## config.mk

```make
export PLATFORM = sky130hd
export DESIGN_NAME = sbad_ctrl
export DESIGN_NICKNAME = d
export VERILOG_FILES = /design/src/rtl/sbad_pkg.sv /design/src/rtl/sbad_ctrl.sv
export SDC_FILE = /design/constraint.sdc
export NUM_CORES = 1
export LEC_CHECK = 0
export BUFFER_PORTS_ARGS = -buffer_cell sky130_fd_sc_hd__buf_2
export CAP_MARGIN = 40
export CORE_AREA = 2 2 82 84
export CTS_CLUSTER_DIAMETER = 30
export DETAILED_ROUTE_END_ITERATION = 8
export DIE_AREA = 0 0 84 86
export SLEW_MARGIN = 10
export SYNTH_ARGS = -nofsm -noshare
export SYNTH_HDL_FRONTEND = slang
export SYNTH_SLANG_ARGS = --single-unit
```

## constraint.sdc

```tcl
create_clock -name clk -period 5.4 [get_ports clk]
set_input_delay 0.54 -clock clk [delete_from_list [all_inputs] [get_ports clk]]
set_output_delay 0.54 -clock clk [all_outputs]
set_load 0.005 [all_outputs]
```

## src/rtl/sbad_pkg.sv

```systemverilog
`default_nettype none

package sbad_pkg;

  localparam int MAX_BOXES_DEF = 64;
  localparam int COORD_W       = 16;
  localparam int SCORE_W       = 16;
  localparam int TAG_W         = 8;
  // 17-bit signed differences multiply into a 34-bit signed area
  localparam int AREA_W        = 2 * (COORD_W + 1);

  typedef struct packed {
    logic signed [COORD_W-1:0] box_x_start;
    logic signed [COORD_W-1:0] box_y_start;
    logic signed [COORD_W-1:0] box_x_end;
    logic signed [COORD_W-1:0] box_y_end;
    logic        [SCORE_W-1:0] box_score;
    logic        [TAG_W-1:0]   box_tag;
    logic                      no_box;
    logic                      batch_last;
  } in_item_t;

  typedef struct packed {
    logic signed [COORD_W-1:0] out_x_start;
    logic signed [COORD_W-1:0] out_y_start;
    logic signed [COORD_W-1:0] out_x_end;
    logic signed [COORD_W-1:0] out_y_end;
    logic        [SCORE_W-1:0] out_score;
    logic        [TAG_W-1:0]   out_tag;
    logic                      out_empty;
    logic                      out_overflow;
    logic                      out_last;
  } out_item_t;

  // one stored box, as kept in the box RAM
  typedef struct packed {
    logic signed [COORD_W-1:0] x_start;
    logic signed [COORD_W-1:0] y_start;
    logic signed [COORD_W-1:0] x_end;
    logic signed [COORD_W-1:0] y_end;
    logic        [SCORE_W-1:0] score;
    logic        [TAG_W-1:0]   tag;
  } entry_t;

  typedef enum logic [2:0] {
    S_COLLECT,
    S_ISSUE,
    S_DRAIN,
    S_WB,
    S_OUT_RD,
    S_OUT_LD,
    S_OUT_WAIT
  } state_t;

  typedef struct packed {
    logic wr_in;        // store the incoming box
    logic wr_cur;       // write the held box back to its final slot
    logic rd_en;        // RAM read
    logic rd_pass;      // read belongs to a sort pass
    logic rd_first;     // first read of a pass loads the held box
    logic out_load;     // load the output register
    logic out_empty;
    logic out_overflow;
    logic out_last;
  } ctrl_cmd_t;

  typedef struct packed {
    logic pipe_busy;
    logic out_fire;
  } ctrl_sts_t;

endpackage

`default_nettype wire

```

## src/rtl/sbad_ctrl.sv

```systemverilog
`default_nettype none

module sbad_ctrl #(
  parameter int MAX_BOXES = sbad_pkg::MAX_BOXES_DEF
) (
  input  wire logic                         clk,
  input  wire logic                         rst_n,
  input  wire logic                         cfg_wr_en,
  input  wire logic                         cfg_wr_data,
  input  wire logic                         in_valid,
  input  wire logic                         in_no_box,
  input  wire logic                         in_batch_last,
  output logic                              in_ready,
  input  wire sbad_pkg::ctrl_sts_t          sts,
  output sbad_pkg::ctrl_cmd_t               cmd,
  output logic [$clog2(MAX_BOXES)-1:0]      wr_addr,
  output logic [$clog2(MAX_BOXES)-1:0]      rd_addr
);

  localparam int AW = $clog2(MAX_BOXES);
  localparam int CW = $clog2(MAX_BOXES + 1);

  sbad_pkg::state_t state_r, state_nxt;
  logic [CW-1:0]    count_r, count_nxt;
  logic             drop_r, drop_nxt;
  logic [AW-1:0]    pos_r, pos_nxt;   // slot being filled by a sort pass
  logic [AW-1:0]    idx_r, idx_nxt;   // read index of a pass, or result index
  logic             sort_en_r;

  logic             in_fire;
  logic             store;
  logic             full;
  logic [CW-1:0]    count_after;
  logic             idx_at_end;
  logic             pos_done;
  logic             res_last;

  assign in_fire     = in_valid && (state_r == sbad_pkg::S_COLLECT);
  assign full        = (count_r == CW'(MAX_BOXES));
  assign store       = in_fire && !in_no_box && !full;
  assign count_after = store ? count_r + CW'(1) : count_r;
  assign idx_at_end  = (CW'(idx_r) == count_r - CW'(1));
  assign pos_done    = !((CW'(pos_r) + CW'(2)) < count_r);
  assign res_last    = (count_r == '0) || idx_at_end;

  // next state
  always_comb begin
    state_nxt = state_r;
    unique case (state_r)
      sbad_pkg::S_COLLECT: begin
        if (in_fire && in_batch_last) begin
          if (count_after == '0) begin
            state_nxt = sbad_pkg::S_OUT_LD;
          end else if (sort_en_r && (count_after > CW'(1))) begin
            state_nxt = sbad_pkg::S_ISSUE;
          end else begin
            state_nxt = sbad_pkg::S_OUT_RD;
          end
        end
      end
      sbad_pkg::S_ISSUE: begin
        if (idx_at_end) begin
          state_nxt = sbad_pkg::S_DRAIN;
        end
      end
      sbad_pkg::S_DRAIN: begin
        if (!sts.pipe_busy) begin
          state_nxt = sbad_pkg::S_WB;
        end
      end
      sbad_pkg::S_WB: begin
        state_nxt = pos_done ? sbad_pkg::S_OUT_RD : sbad_pkg::S_ISSUE;
      end
      sbad_pkg::S_OUT_RD: begin
        state_nxt = sbad_pkg::S_OUT_LD;
      end
      sbad_pkg::S_OUT_LD: begin
        state_nxt = sbad_pkg::S_OUT_WAIT;
      end
      sbad_pkg::S_OUT_WAIT: begin
        if (sts.out_fire) begin
          state_nxt = res_last ? sbad_pkg::S_COLLECT : sbad_pkg::S_OUT_RD;
        end
      end
      default: state_nxt = sbad_pkg::S_COLLECT;
    endcase
  end

  // counters and flags
  always_comb begin
    count_nxt = count_r;
    drop_nxt  = drop_r;
    pos_nxt   = pos_r;
    idx_nxt   = idx_r;
    case (state_r)
      sbad_pkg::S_COLLECT: begin
        count_nxt = count_after;
        if (in_fire && !in_no_box && full) begin
          drop_nxt = 1'b1;
        end
        pos_nxt = '0;
        idx_nxt = '0;
      end
      sbad_pkg::S_ISSUE: begin
        if (!idx_at_end) begin
          idx_nxt = idx_r + AW'(1);
        end
      end
      sbad_pkg::S_WB: begin
        if (pos_done) begin
          idx_nxt = '0;
        end else begin
          pos_nxt = pos_r + AW'(1);
          idx_nxt = pos_r + AW'(1);
        end
      end
      sbad_pkg::S_OUT_WAIT: begin
        if (sts.out_fire) begin
          if (res_last) begin
            count_nxt = '0;
            drop_nxt  = 1'b0;
          end else begin
            idx_nxt = idx_r + AW'(1);
          end
        end
      end
      default: ;
    endcase
  end

  // outputs
  always_comb begin
    cmd      = '0;
    in_ready = 1'b0;
    wr_addr  = count_r[AW-1:0];
    rd_addr  = idx_r;
    unique case (state_r)
      sbad_pkg::S_COLLECT: begin
        in_ready   = 1'b1;
        cmd.wr_in  = store;
      end
      sbad_pkg::S_ISSUE: begin
        cmd.rd_en    = 1'b1;
        cmd.rd_pass  = 1'b1;
        cmd.rd_first = (idx_r == pos_r);
      end
      sbad_pkg::S_WB: begin
        cmd.wr_cur = 1'b1;
        wr_addr    = pos_r;
      end
      sbad_pkg::S_OUT_RD: begin
        cmd.rd_en = 1'b1;
      end
      sbad_pkg::S_OUT_LD: begin
        cmd.out_load     = 1'b1;
        cmd.out_empty    = (count_r == '0);
        cmd.out_overflow = drop_r;
        cmd.out_last     = res_last;
      end
      default: ;
    endcase
  end

  always_ff @(posedge clk) begin
    if (!rst_n) begin
      state_r   <= sbad_pkg::S_COLLECT;
      count_r   <= '0;
      drop_r    <= 1'b0;
      pos_r     <= '0;
      idx_r     <= '0;
      sort_en_r <= 1'b0;
    end else begin
      state_r <= state_nxt;
      count_r <= count_nxt;
      drop_r  <= drop_nxt;
      pos_r   <= pos_nxt;
      idx_r   <= idx_nxt;
      if (cfg_wr_en) begin
        sort_en_r <= cfg_wr_data;
      end
    end
  end

endmodule

`default_nettype wire

```

==> reports/metrics.csv, run 1 <==
stage,metric,value,unit
outcome,outcome,"finished, final reports clean",
clock_network,clock tree buffer depth,2,
sta,Max Clk Rate,319.0,MHz
layout,fillers,690,
setup_path,r2r worst-path depth,9,
die,io pins,31,
yosys,"Seq/Total Area, Yosys",0.2248,
sta,final hold vios,0,
flow_run,Max Cap Violations,0,
detailed_routing,routed len/inst,15.63,um
sta,slew margin rel.,0.4338,
placed_design,placed inst area,2286,um2
die,die footprint,7224,um2
grt,"Remaining Overflow, GRT",0,
yosys,"flops & latches, synth",24,
power_and_ir_drop,power per cell area,285.3,nW/um2
grt,first-pass GRT wire length,10.11,mm
yosys,number of flops mapped to enable cells by yosys,0,
worst_hold_path,hold crit path type,in -> reg,
layout,Layout Nets,330,
power_and_ir_drop,Pint,384.0,uW
yosys,Synth Flop Type,dfxtp_1,
layout,Area growth syn-to-layout,9.544,%
detailed_routing,DR iter-0 viols,210,
setup_path,crit-path leading delay family,compound AO/OA/AOI/OAI gates,
clock_network,CTS root buf,clkbuf_8,
die,Die Span Y,86,um
die,DIE WIDTH,84,um
die,initial core utilization,0.3404,
power_and_ir_drop,Net Sw Frac,0.4250,
die,Std-Cell Rows,29,
placed_design,DP Cell Count,382,
layout,layout cells sized above 1,0.1424,
yosys,syn_nets,317,
detailed_routing,vias,2180,
placed_design,pre-CTS setup slack,2.335,ns
clock_network,CTS Hold Bufs,0,
clock_network,postcts setup bufs,0,
sta,worst clock skew,0.004787,ns
setup_path,CP max-delay cell,o311ai_1,
setup_path,CP bufs+invs,0,
setup_path,largest fanout on the critical path,8,
setup_path,most frequent cell on the critical path,ha_1,
placed_design,detailed placement HPWL,4.435,mm
yosys,area of the mapped netlist,2137,um2
power_and_ir_drop,sequential power share,0.359,
detailed_routing,DRT antenna net count,0,
power_and_ir_drop,Comb pwr share,0.446,
clock_network,Clock transition at path regs,0.10,ns
layout,n_diodes,0,
yosys,ys async rst share,0,
sta,final worst path period share,0.5805,
clock_network,Skew-Pair Late Insertion Delay,0.27,ns
die,Core ar.,6277,um2
setup_path,R2R Path End,rd_addr[1],
setup_path,Crit. End Element,flop,
clock_network,CTS tree,built,
detailed_routing,1st-pass router iterations,4,
setup_path,Worst path max stage delay,0.76,ns
sta,RSZ-0062 raised after global routing,false,
worst_hold_path,hold path start,cfg_wr_data,
sta,Slew @ Worst Pin,0.8360,ns
setup_path,Setup Crit Path Kind,reg -> reg,
sta,final worst setup slack,2.265,ns
setup_path,CP required,5.54,ns
layout,Final Instance Area,2341,um2
sta,Slew Limit Fails,0,
detailed_routing,routed vias/inst,5.648,
sta,setup tns final,0,ns
layout,Layout Cells excl Fill,386,
grt,largest net degree at the start of global routing,19,
clock_network,cts repair resizes,0,
grt,vias in the first global route,2058,
yosys,Syn Area/Cell,7.195,um2
setup_path,Crit path arrival time,3.28,ns
detailed_routing,final WL,6.033,mm
detailed_routing,DRC Markers,0,
yosys,Post-Syn Instances,297,
power_and_ir_drop,net switching power,283.8,uW
setup_path,"critical path, cell by cell",ha_1 -> nand3_1 -> xnor2_1 -> ha_1 -> nand4_1 -> o311ai_1 -> nor2_1 -> a221oi_1 -> nor3_1,
placed_design,I/O Buffers,30,
grt,initial antenna violation count,0,
setup_path,Reg2Reg Setup Slack,2.27,ns
worst_hold_path,Hold Crit Endpoint,sort_en_r,
power_and_ir_drop,worst vdd ir,0.1365,mV
setup_path,R2R Path Start,pos_r[2],
grt,overall routing resource usage,0.1704,
setup_path,critical path depth,9,
sta,final setup vio count,0,
worst_hold_path,WHS Path Cells,3,
clock_network,H-tree levels,1,
sta,Period minus WS final,3.135,ns
clock_network,cts bufs inserted,3,
yosys,Synthesis Warnings,0,
placed_design,RePlAce Congestion,0.8824,
setup_path,CP Launch Type,flop,
power_and_ir_drop,clock share of power,0.195,
clock_network,Clock Sinks,24,
power_and_ir_drop,P_leak,0.9735,nW
yosys,Synth cell types,54,
power_and_ir_drop,total power,667.8,uW
## stage by stage
stage                     hold slack [ns]    util
after floorplan                    0.4851       -
after global placement             0.5164  0.3642
after detailed placement           0.5201  0.3642
after CTS                          0.5025  0.3729
after global routing               0.5260  0.3729
final                              0.5006  0.3729
## state kept, by name, indices dropped and copies added (netlist names)
name and count:
count_r 7, drop_r 1, sort_en_r 1, rd_addr 6, state_r 3, pos_r 6
## tightest hold or removal path, cell delays in order
cell	delay, ns
buf_2	0.07
mux2i_1	0.06
nor2_1	0.07
## cell families after synthesis
group / synth area share
flip-flops: 0.2248
XOR/XNOR: 0.09017
adder cells (fa/ha/maj): 0.06440
buffers and inverters: 0.07552
AO/OA/AOI/OAI: 0.2424
AND/OR/NAND/NOR: 0.2886
multiplexers: 0.01405
## how the worst max path moves through the flow
| stage | start | endpoint |
|---|---|---|
| final | pos_r[2] | rd_addr[1] |
| after global routing | pos_r[2] | rd_addr[1] |
| after CTS | pos_r[2] | rd_addr[1] |
| after detailed placement | pos_r[2] | rd_addr[1] |
| after global placement | pos_r[2] | rd_addr[1] |
| after floorplan | pos_r[1] | rd_addr[1] |
## area by class of cell
| type | count | area (um2) | share of cell area |
|---|---|---|---|
| Clock buffer | 4 | 55.05 | 0.02352 |
| Inverter | 15 | 56.30 | 0.02405 |
| Sequential cell | 24 | 480.5 | 0.2052 |
| Tap cell | 77 | 96.34 | 0.04115 |
| Multi-Input combinational cell | 235 | 1495 | 0.6387 |
| Timing Repair Buffer | 31 | 157.7 | 0.06734 |
## layout by cell type (no fill, tap or decap), types with 11 or more instances in the layout
master | Yosys | layout
xnor2_1 | 15 | 15
nand2_1 | 24 | 24
buf_2 | 3 | 30
dfxtp_1 | 24 | 24
nor2_1 | 33 | 33
o21ai_0 | 16 | 16
nor3_1 | 17 | 17
nand3_1 | 12 | 12
ha_1 | 11 | 11
a21oi_1 | 23 | 23
inv_1 | 15 | 15
## power groups by stage
stage / clock network (mW) / logic, mW / registers, mW
detailed placement: 0 / 0.294 / 0.245
global route: 0.138 / 0.335 / 0.246
CTS: 0.131 / 0.296 / 0.240
floorplan: 0 / 0.248 / 0.214
global placement: 0 / 0.296 / 0.243
finish: 0.130 / 0.298 / 0.240
## cell usage after synthesis, drive strengths merged, types with 3 or more instances
cell type   n  area share
a211oi      5       0.020
a21oi      23       0.054
a221oi      3       0.012
a311oi      3       0.015
a31oi       3      0.0088
and3        4       0.012
buf         5       0.018
clkbuf     18       0.032
dfxtp      24        0.22
ha         11       0.064
inv        15       0.026
mux2i       3       0.014
nand2      24       0.042
nand2b      5       0.015
nand3      12       0.028
nand4       4       0.012
nor2       33       0.058
nor2b       5       0.015
nor3       17       0.040
o21ai      16       0.037
o22ai       3      0.0088
or2         3      0.0088
or3         3      0.0088
xnor2      15       0.061
xor2        7       0.029
## routing by layer
metal  vias up  wire (um)  track usage
met5         -          0            0
met4         0         82      0.04985
met3         6        222      0.01732
met2        59       2897       0.2858
met1      1022       2830       0.2324
li1       1093          -            -
No activity file was read; power rests on OpenSTA's default activity.
==> inputs of run 2 (changes only) <==
==> constraint.sdc (replaced) <==
create_clock -name clk -period 2.7 [get_ports clk]
set_input_delay 0.27 -clock clk [delete_from_list [all_inputs] [get_ports clk]]
set_output_delay 0.27 -clock clk [all_outputs]
set_load 0.005 [all_outputs]
==> reports/metrics.csv, run 2 (synthesis gave the netlist of run 1 again) <==
stage,metric,value,unit,change
worst_hold_path,hold crit path type,in -> reg,,
placed_design,RePlAce Congestion,0.8744,,-0.91%
setup_path,R2R Path Start,pos_r[3],,
sta,hold_ws,0.2190,ns,-0.2816 ns
detailed_routing,vias,2297,,+5.4%
setup_path,CP Launch Type,flop,,
worst_hold_path,hold path start,cfg_wr_data,,
setup_path,Crit path arrival time,2.22,ns,-1.06 ns
sta,Period minus WS final,2.495,ns,
clock_network,Clock transition at path regs,0.10,ns,about the same
layout,Layout Nets,346,,+4.8%
setup_path,Setup Crit Path Kind,reg -> out,,
layout,Biggest register,count_r,,
grt,global routing usage on met3,0.02021,,+0.002887
grt,routing usage on met1,0.2422,,+0.009737
sta,worst clock skew,0.004815,ns,+0.00002753 ns
grt,GRT Max-Usage Layer,met2,,
grt,overall routing resource usage,0.1810,,+0.01065
die,Die Span Y,86,um,unchanged
power_and_ir_drop,power per cell area,588.6,nW/um2,+110%
clock_network,CTS tree,built,,
placed_design,I/O Buffers,30,,unchanged
grt,first-pass GRT wire length,10.58,mm,+4.7%
sta,Max Clk Rate,400.9,MHz,
die,DIE WIDTH,84,um,unchanged
clock_network,Clock Sinks,24,,unchanged
grt,met2 GRT Util,0.3076,,+0.02182
clock_network,H-tree levels,1,,unchanged
sta,slew margin rel.,0.6025,,+0.1686
detailed_routing,final WL,6.571,mm,+8.9%
detailed_routing,routed vias/inst,5.714,,+1.2%
sta,RSZ-0062 raised after global routing,false,,
setup_path,Crit. End Element,primary output,,
detailed_routing,routed len/inst,16.35,um,+4.6%
grt,initial antenna violation count,0,,unchanged
die,Std-Cell Rows,29,,unchanged
clock_network,clock tree buffer depth,2,,unchanged
outcome,outcome,"finished, final reports clean",,
placed_design,placed inst area,2406,um2,+5.3%
layout,Final Instance Area,2500,um2,+6.8%
detailed_routing,DR iter-0 viols,185,,-12%
layout,layout cells sized above 1,0.1969,,+0.05453
sta,final worst path period share,0.9240,,
layout,n_diodes,0,,unchanged
sta,final hold vios,0,,unchanged
detailed_routing,DRT antenna net count,0,,unchanged
layout,most frequent cells in the layout,"32 x nor2_1, 30 x buf_2, 24 x nand2_1, 24 x dfxtp_1, 23 x a21oi_1",,
layout,max reg flops,7,,unchanged
die,io pins,31,,unchanged
layout,"commonest non-fill, non-tap cell in the layout",nor2_1,,
grt,largest net degree at the start of global routing,18,,-1
die,die footprint,7224,um2,unchanged
sta,setup tns final,0,ns,unchanged
die,initial core utilization,0.3404,,unchanged
detailed_routing,DRC Markers,0,,unchanged
sta,Slew Limit Fails,0,,unchanged
sta,final setup vio count,0,,unchanged
power_and_ir_drop,total power,1.472,mW,+120%
placed_design,detailed placement HPWL,4.859,mm,+9.5%
power_and_ir_drop,P_leak,1.066,nW,+9.5%
grt,vias in the first global route,2078,,+0.97%
clock_network,Skew-Pair Late Insertion Delay,0.28,ns,about the same
clock_network,CTS root buf,clkbuf_8,,
flow_run,Max Cap Violations,0,,unchanged
layout,Area growth syn-to-layout,16.98,%,
clock_network,cts bufs inserted,3,,unchanged
setup_path,origin of the worst setup path,count_r[1],,
sta,Slew @ Worst Pin,0.5956,ns,-0.2404 ns
detailed_routing,1st-pass router iterations,5,,+1
clock_network,CTS Hold Bufs,0,,unchanged
power_and_ir_drop,worst vdd ir,0.2627,mV,+92%
grt,"Remaining Overflow, GRT",0,,unchanged
setup_path,CP required,2.43,ns,-3.11 ns
setup_path,largest fanout on the critical path,7,,-1
die,Core ar.,6277,um2,unchanged
## run 2: what timing repair did
item	4_1_cts	5_1_grt
endpoints found under the setup margin	0	11
buffers inserted	0	0
resized for setup	0	6
## run 2: per-layer routing
metal  routed length, um  part of all wire  vias up
met2                3126              0.48       98
met5                   0                 0        -
met1                2950              0.45     1069
met3                 398             0.061        9
met4                  95             0.014        0
li1                    -                 -     1121
## run 2: critical path: stages, from the launching register on
cell and delay [ns]:
dfxtp_1 0.45, inv_1 0.12, ha_1 0.37, xnor2_1 0.15, nor2_1 0.10, o2111ai_1 0.17
nor2_1 0.28, nor2_1 0.10, nor2_1 0.09, buf_2 0.11
## run 2: area by class of cell
cell class                      instances  area (um2)
Clock buffer                            3       41.29
Clock inverter                          1       30.03
Inverter                               15       56.30
Tap cell                               77       96.34
Sequential cell                        24       480.5
Multi-Input combinational cell        235        1518
Timing Repair Buffer                   47       277.8
Fill cell                             677        3777
## run 2: path summary, 6_finish.rpt
check	slack, ns	end	depth (start not counted)
worst min register to register	0.55	sort_en_r	2
worst max-delay path	0.21	cmd[0]	9
worst max register to register	0.21	state_r[0]	10
worst min-delay path	0.22	sort_en_r	3
## run 2: power breakdown
part | internal (mW) | leakage [nW] | switching (mW)
sequential | 0.385 | 0.194 | 0.0418
clock | 0.199 | 0.0357 | 0.139
combinational | 0.292 | 0.836 | 0.415
total | 0.876 | 1.07 | 0.596
## run 2: metrics by stage
step	utilization	setup slack, ns	std cells
2_1_floorplan	-	0.1174	297
3_3_place_gp	0.3833	0.2577	398
3_5_place_dp	0.3833	0.2056	398
4_1_cts	0.3947	0.1218	402
5_1_grt	0.3982	0.008143	402
6_report	0.3982	0.2053	402
